File: config.mk
export PLATFORM = sky130hd
export DESIGN_NAME = sorted_priority_queue_core
export DESIGN_NICKNAME = d
export VERILOG_FILES = /design/src/spq_pkg.sv /design/src/spq_cell.sv /design/src/sorted_priority_queue_core.sv
export SDC_FILE = /design/constraint.sdc
export NUM_CORES = 2
export LEC_CHECK = 0
export BUFFER_PORTS_ARGS = -buffer_cell sky130_fd_sc_hd__buf_2
export CAP_MARGIN = 40
export CORE_ASPECT_RATIO = 0.8
export CORE_MARGIN = 4
export CORE_UTILIZATION = 60
export DETAILED_ROUTE_END_ITERATION = 10
export GPL_TIMING_DRIVEN = 0
export PLACE_DENSITY = 0.78
export SLEW_MARGIN = 20
export SYNTH_ARGS = -nofsm -noshare
export SYNTH_HDL_FRONTEND = slang
export SYNTH_SLANG_ARGS = --single-unit
export TNS_END_PERCENT = 1
File: constraint.sdc
create_clock -name clk -period 7.21 [get_ports clk]
set_clock_uncertainty 0.1 [all_clocks]
set_input_delay 0.3605 -clock clk [delete_from_list [all_inputs] [get_ports clk]]
set_output_delay 0.3605 -clock clk [all_outputs]
set_load 0.1 [all_outputs]
File: src/spq_pkg.sv
// Shared types, codes and default sizes of the sorted priority queue.
package spq_pkg;

  localparam int DEPTH_DEF  = 16;
  localparam int DATA_W_DEF = 32;
  localparam int PAY_W      = 32;
  localparam int PRIO_IN_W  = 16;
  localparam int PRIO_W     = 15;

  typedef enum logic [1:0] {
    FN_ENQ = 2'd0,
    FN_DEQ = 2'd1,
    FN_CLR = 2'd2,
    FN_NOP = 2'd3
  } func_t;

  typedef enum logic [1:0] {
    ST_OK    = 2'd0,
    ST_FULL  = 2'd1,
    ST_EMPTY = 2'd2,
    ST_NEG   = 2'd3
  } status_t;

  typedef struct packed {
    logic enq;
    logic deq;
  } spq_ctl_t;

endpackage

File: src/spq_cell.sv
// One slot of the sorted chain: holds an entry, shifts right on insert, left on removal.
module spq_cell #(
  parameter int DATA_W = spq_pkg::DATA_W_DEF
) (
  input  logic                       clk,
  input  spq_pkg::spq_ctl_t          ctl,
  input  logic                       occ,
  input  logic [DATA_W-1:0]          new_pay,
  input  logic [spq_pkg::PRIO_W-1:0] new_prio,
  input  logic [DATA_W-1:0]          left_pay,
  input  logic [spq_pkg::PRIO_W-1:0] left_prio,
  input  logic                       left_ins,
  input  logic [DATA_W-1:0]          right_pay,
  input  logic [spq_pkg::PRIO_W-1:0] right_prio,
  output logic                       ins,
  output logic [DATA_W-1:0]          pay,
  output logic [spq_pkg::PRIO_W-1:0] prio
);
  import spq_pkg::*;

  logic [DATA_W-1:0] pay_r, pay_nxt;
  logic [PRIO_W-1:0] prio_r, prio_nxt;

  // free slot or larger priority: new word lands here or further left
  assign ins  = !occ || (prio_r > new_prio);
  assign pay  = pay_r;
  assign prio = prio_r;

  always_comb begin
    pay_nxt  = pay_r;
    prio_nxt = prio_r;
    priority if (ctl.enq) begin
      if (ins) begin
        if (left_ins) begin
          pay_nxt  = left_pay;
          prio_nxt = left_prio;
        end else begin
          pay_nxt  = new_pay;
          prio_nxt = new_prio;
        end
      end
    end else if (ctl.deq) begin
      pay_nxt  = right_pay;
      prio_nxt = right_prio;
    end
  end

  always_ff @(posedge clk) begin
    pay_r  <= pay_nxt;
    prio_r <= prio_nxt;
  end

endmodule

File: src/sorted_priority_queue_core.sv
// Top level of the sorted priority queue: control, count and a chain of entry cells.
// The result word appears in the cycle after start is accepted, strobed by out_valid.
// Throughput: one operation per cycle; busy stays low, every cell compares and shifts at once.
// The receiver cannot stall; each result is shown for exactly one cycle.
// Reset (synchronous, rst_n low): the queue is emptied and no result is pending.
// Slot contents are not cleared; only slots below the count are ever read.
module sorted_priority_queue_core #(
  parameter int DEPTH  = spq_pkg::DEPTH_DEF,
  parameter int DATA_W = spq_pkg::DATA_W_DEF,
  parameter int CNT_W  = $clog2(DEPTH + 1)
) (
  input  logic                          clk,
  input  logic                          rst_n,
  input  logic                          start,
  output logic                          busy,
  input  logic [1:0]                    in_func,
  input  logic [spq_pkg::PAY_W-1:0]     in_payload,
  input  logic signed [spq_pkg::PRIO_IN_W-1:0] in_prio,
  output logic                          out_valid,
  output logic [1:0]                    out_status,
  output logic                          out_removed_valid,
  output logic [spq_pkg::PAY_W-1:0]     out_removed_payload,
  output logic [spq_pkg::PRIO_W-1:0]    out_removed_prio,
  output logic                          out_head_valid,
  output logic [spq_pkg::PAY_W-1:0]     out_head_payload,
  output logic [spq_pkg::PRIO_W-1:0]    out_head_prio,
  output logic [CNT_W-1:0]              out_fill
);
  import spq_pkg::*;

  logic              accept;
  func_t             func;
  logic              neg, full, empty;
  logic              enq_ok, deq_ok, clr;
  spq_ctl_t          ctl;
  logic [DATA_W-1:0] new_pay;
  logic [PRIO_W-1:0] new_prio;
  logic [PAY_W-1:0]  head_pay32;

  logic [CNT_W-1:0]  count_r, count_nxt;
  logic              out_valid_r;
  status_t           status_r, status_nxt;
  logic              rem_valid_r;
  logic [PAY_W-1:0]  rem_pay_r;
  logic [PRIO_W-1:0] rem_prio_r;

  logic [DATA_W-1:0] pay_w  [DEPTH];
  logic [PRIO_W-1:0] prio_w [DEPTH];
  logic              ins_w  [DEPTH];

  assign busy   = 1'b0;
  assign accept = start && !busy;
  assign func   = func_t'(in_func);
  assign neg    = in_prio[PRIO_IN_W-1];
  assign full   = (count_r == CNT_W'(DEPTH));
  assign empty  = (count_r == '0);
  assign new_prio = in_prio[PRIO_W-1:0];

  generate
    if (DATA_W <= PAY_W) begin : g_narrow
      assign new_pay    = in_payload[DATA_W-1:0];
      assign head_pay32 = PAY_W'(pay_w[0]);
    end else begin : g_wide
      assign new_pay    = DATA_W'(in_payload);
      assign head_pay32 = pay_w[0][PAY_W-1:0];
    end
  endgenerate

  always_comb begin
    enq_ok     = 1'b0;
    deq_ok     = 1'b0;
    clr        = 1'b0;
    status_nxt = ST_OK;
    if (accept) begin
      unique case (func)
        FN_ENQ: begin
          priority if (neg) begin
            status_nxt = ST_NEG;
          end else if (full) begin
            status_nxt = ST_FULL;
          end else begin
            enq_ok = 1'b1;
          end
        end
        FN_DEQ: begin
          if (empty) begin
            status_nxt = ST_EMPTY;
          end else begin
            deq_ok = 1'b1;
          end
        end
        FN_CLR: clr = 1'b1;
        FN_NOP: ;
        default: ;
      endcase
    end
  end

  assign ctl.enq = enq_ok;
  assign ctl.deq = deq_ok;

  always_comb begin
    count_nxt = count_r;
    priority if (clr) begin
      count_nxt = '0;
    end else if (enq_ok) begin
      count_nxt = count_r + 1'b1;
    end else if (deq_ok) begin
      count_nxt = count_r - 1'b1;
    end
  end

  generate
    for (genvar i = 0; i < DEPTH; i++) begin : g_cell
      localparam int L = (i == 0) ? 0 : i - 1;
      localparam int R = (i == DEPTH - 1) ? i : i + 1;
      spq_cell #(
        .DATA_W (DATA_W)
      ) u_cell (
        .clk        (clk),
        .ctl        (ctl),
        .occ        (CNT_W'(i) < count_r),
        .new_pay    (new_pay),
        .new_prio   (new_prio),
        .left_pay   (pay_w[L]),
        .left_prio  (prio_w[L]),
        .left_ins   ((i == 0) ? 1'b0 : ins_w[L]),
        .right_pay  (pay_w[R]),
        .right_prio (prio_w[R]),
        .ins        (ins_w[i]),
        .pay        (pay_w[i]),
        .prio       (prio_w[i])
      );
    end
  endgenerate

  always_ff @(posedge clk) begin
    if (!rst_n) begin
      count_r     <= '0;
      out_valid_r <= 1'b0;
    end else begin
      count_r     <= count_nxt;
      out_valid_r <= accept;
    end
  end

  // capture the outgoing head before the chain shifts
  always_ff @(posedge clk) begin
    if (accept) begin
      status_r    <= status_nxt;
      rem_valid_r <= deq_ok;
      rem_pay_r   <= deq_ok ? head_pay32 : '0;
      rem_prio_r  <= deq_ok ? prio_w[0] : '0;
    end
  end

  assign out_valid           = out_valid_r;
  assign out_status          = status_r;
  assign out_removed_valid   = rem_valid_r;
  assign out_removed_payload = rem_pay_r;
  assign out_removed_prio    = rem_prio_r;
  assign out_head_valid      = !empty;
  assign out_head_payload    = empty ? '0 : head_pay32;
  assign out_head_prio       = empty ? '0 : prio_w[0];
  assign out_fill            = count_r;

endmodule
==> summary.md <==
| Metric | Value |
|---|---|
| Worst setup EP type | `flip-flop` |
| Final instance area | `0.05066 mm²` |
| CP Class | `flip-flop to flip-flop` |
| Number of synthesized flops with an enable pin | `around 800` |
| Drt drc | `0` |
| Worst-margin pin slew | `1.009 ns` |
| Largest net degree at the start of global routing | `34` |
| Reg-to-reg startpoint | `out_fill[1]` |
| Status | `completed` |
| Pre-CTS WS | `roughly 2.3 ns` |
| Arr. time, crit path | `between 5 and 6 ns` |
| RSZ-0062 raised after global routing | `false` |
| Dominant cells by area after synthesis | `edfxtp_1, ha_1, mux2i_1` |
| Die Y | `252.8 µm` |
| Max-cap viol count | `0` |
| Worst EP required | `~7.5 ns` |
| Period minus WS final | `~5.0 ns` |
| Synth top area share | `0.5357` |
| Register bit total from synthesis | `808` |
| Initial core utilization | `0.6080` |
| Synth Instances | `3858` |
| PD cells | `roughly 220 mW/mm²` |
| Clk root buf | `clkbuf_16` |
| Htree depth | `3` |
| Final setup margin | `2.213 ns` |
| DIE AREA | `approximately 0.08 mm²` |
| Clock Latency Late Sink | `0.67 ns` |
| Site row count | `89` |
| Number of CTS-inserted buffers | `between 80 and 90` |
| Placed Instances | `between 5000 and 6000` |
| Vias in the first global route | `34910` |
| Hold WC Path Type | `input port to flip-flop` |
| CTS tree | `yes` |
| Setup Buffers After CTS | `0` |
| Placed inst area | `0.04781 mm²` |
| Post-Syn Nets | `between 4000 and 5000` |
| Total GRT Usage | `0.4111` |
| Max Fanout on Critical Path | `32` |
| Synth unique cells | `around 60` |
| Post-layout util | `0.6852` |
| Hold WS | `~0.024 ns` |
| Drt pass-1 iters | `10` |
| Detailed Place HPWL | `approximately 120 mm` |
| Max Root-Sink Buffers | `3` |
| Iteration-0 DRC Markers | `7090` |
| Yosys warning count | `0` |
| Fmax | `between 0.2 and 0.25 GHz` |
| First-pass GRT wire length | `237.3 mm` |
| Routed vias | `37380` |
| Source of the critical timing path | `out_fill[1]` |
| Nets | `4445` |
| Ys flop type | `edfxtp_1` |
| Hold_sp | `in_payload[20]` |
| Final Max Tran Viols | `0` |
| Mapped cell area | `0.04495 mm²` |
| Number of setup violations in the final report | `0` |
| Drt total wl | `168.1 mm` |
| Die W | `between 300 and 400 µm` |
| Post-synth ARST share | `0` |
| Layout cells sized above 1 | `0.1600` |
| GRT overflow | `0` |
| CTS sink cnt | `around 810` |
| Relative slew slack | `0.3276` |
| Placer Congestion | `~1.0` |
| I/O Pins | `~160` |
| Sequential area share after synthesis | `0.5384` |
| Final non-filler cell total | `between 5000 and 6000` |
| Power, Total | `around 11 mW` |
| Worst VDD drop | `approximately 0.00023 V` |
| Fin crit share | `0.6931` |
| Clk slew on worst S/H paths | `0.06 ns` |
| Initial antenna violation count | `4` |
| Drt via density | `about 7.2` |
| Final TNS setup | `0 ns` |
| Startpoint type of the worst setup path | `flip-flop` |
| LEAKAGE | `~21 nW` |
| Syn Area/Cell | `around 12 µm²` |
| Number of port buffers | `156` |
| CORE AREA | `around 0.074 mm²` |
| Area Overhead vs Synth | `12.70%` |
| Cell taking the most area after synthesis | `edfxtp_1` |
| Routed length per instance | `around 32 µm` |
| Final ANT Viol Nets | `0` |
| Hold Vio Cnt, Final | `0` |
-- repair_timing --
item                                   in CTS  in global routing
hold buffers                                3                  0
gates resized for setup                     0                  0
endpoints found under the hold margin       3                  0
-- sequential cells by signal, indices dropped and copies added (netlist names) --
register	flops
out_removed_valid	1
g_cell.u_cell.prio	240
g_cell.u_cell.pay	512
out_valid	1
out_removed_prio	15
out_status	2
out_fill	5
out_removed_payload	32
-- cell families (layout without fill, tap and decap cells) --
family          count (synthesis)  after routing  share of synthesized area
mux                           282            282                    0.06485
simple gates                 1087           1087                     0.1205
fa+ha+maj                     244            244                    0.06791
buf+inv                       364            719                    0.03638
other cells                     1              5                 0.00008342
flops                         808            808                     0.5384
xor+xnor                        4              4                  0.0007795
compound gates               1068           1068                     0.1711
-- cells in the mapped netlist (all sizes together), types with 71 or more instances --
cell type,count
mux2i,235
o221a,329
buf,139
ha,244
clkbuf,169
and2,81
edfxtp,802
nor2,156
nand2,392
a21oi,282
nor2b,71
o21ai,346
nand2b,279
-- final timing paths --
kind	endpoint	slack, ns	depth (start not counted)
max	g_cell[1].u_cell.pay[23]	2.21	10
min	g_cell[4].u_cell.pay[20]	0.02	3
max reg2reg	g_cell[1].u_cell.pay[23]	2.21	10
min reg2reg	g_cell[6].u_cell.pay[0]	0.45	2
-- power breakdown --
part / switching [mW] / internal [mW] / total (mW)
Sequential: 0.106 / 5.35 / 5.46
Clock: 1.97 / 2.51 / 4.48
Combinational: 0.965 / 0.397 / 1.36
-- cells in the final DEF, fill, tap and decap left out, drive strengths merged, types with 3 or more instances in the layout --
master       synthesis  layout
o21a                 3       3
or3                  3       3
o221a              329     329
nand3b               6       6
dlygate4sd3          0       3
nor4                 6       6
a31oi               14      14
and2                81      81
ha                 244     244
xnor2                3       3
a21oi              282     282
clkbuf             169     275
o21ai              346     346
diode                0       4
bufinv               0       9
a21o                63      63
mux2i              235     235
mux2                47      47
buf                139     340
clkinv               0      33
nor2b               71      71
o2111ai              3       3
nand4               41      41
inv                 56      58
dfxtp                6       6
nand2b             279     279
and3                 6       6
nand2              392     392
nor2               156     156
edfxtp             802     802
o31ai                5       5
a211oi              10      10
nor3                13      13
nand3               28      28
-- routing by layer --
metal,up-vias,global-route usage,routed length (µm)
li1,15240,-,-
met1,18040,0.5722,62190
met2,3517,0.5476,65110
met3,578,0.1873,31300
met4,10,0.1899,9270
met5,-,0,181
-- layout make-up --
class | instances | area [µm²]
Clock buffer | 105 | 2223
Sequential cell | 808 | 24200
Fill cell | 5454 | 23280
Multi-Input combinational cell | 2686 | 19260
Timing Repair Buffer | 205 | 1614
Tap cell | 1001 | 1252
Clock inverter | 45 | 467.9
Inverter | 56 | 210.2
Antenna cell | 4 | 10.01
Buffer | 308 | 1428
-- critical path: stages, from the launching register on --
cell,delay [ns]
dfxtp_1,0.57
buf_2,0.31
inv_1,0.14
ha_1,0.20
o21ai_0,0.75
o2111ai_1,0.32
o21ai_1,0.82
buf_2,0.45
buf_2,0.38
nand2_4,0.30
buf_16,0.31
Note: power is estimated with default switching activity, not from simulation.
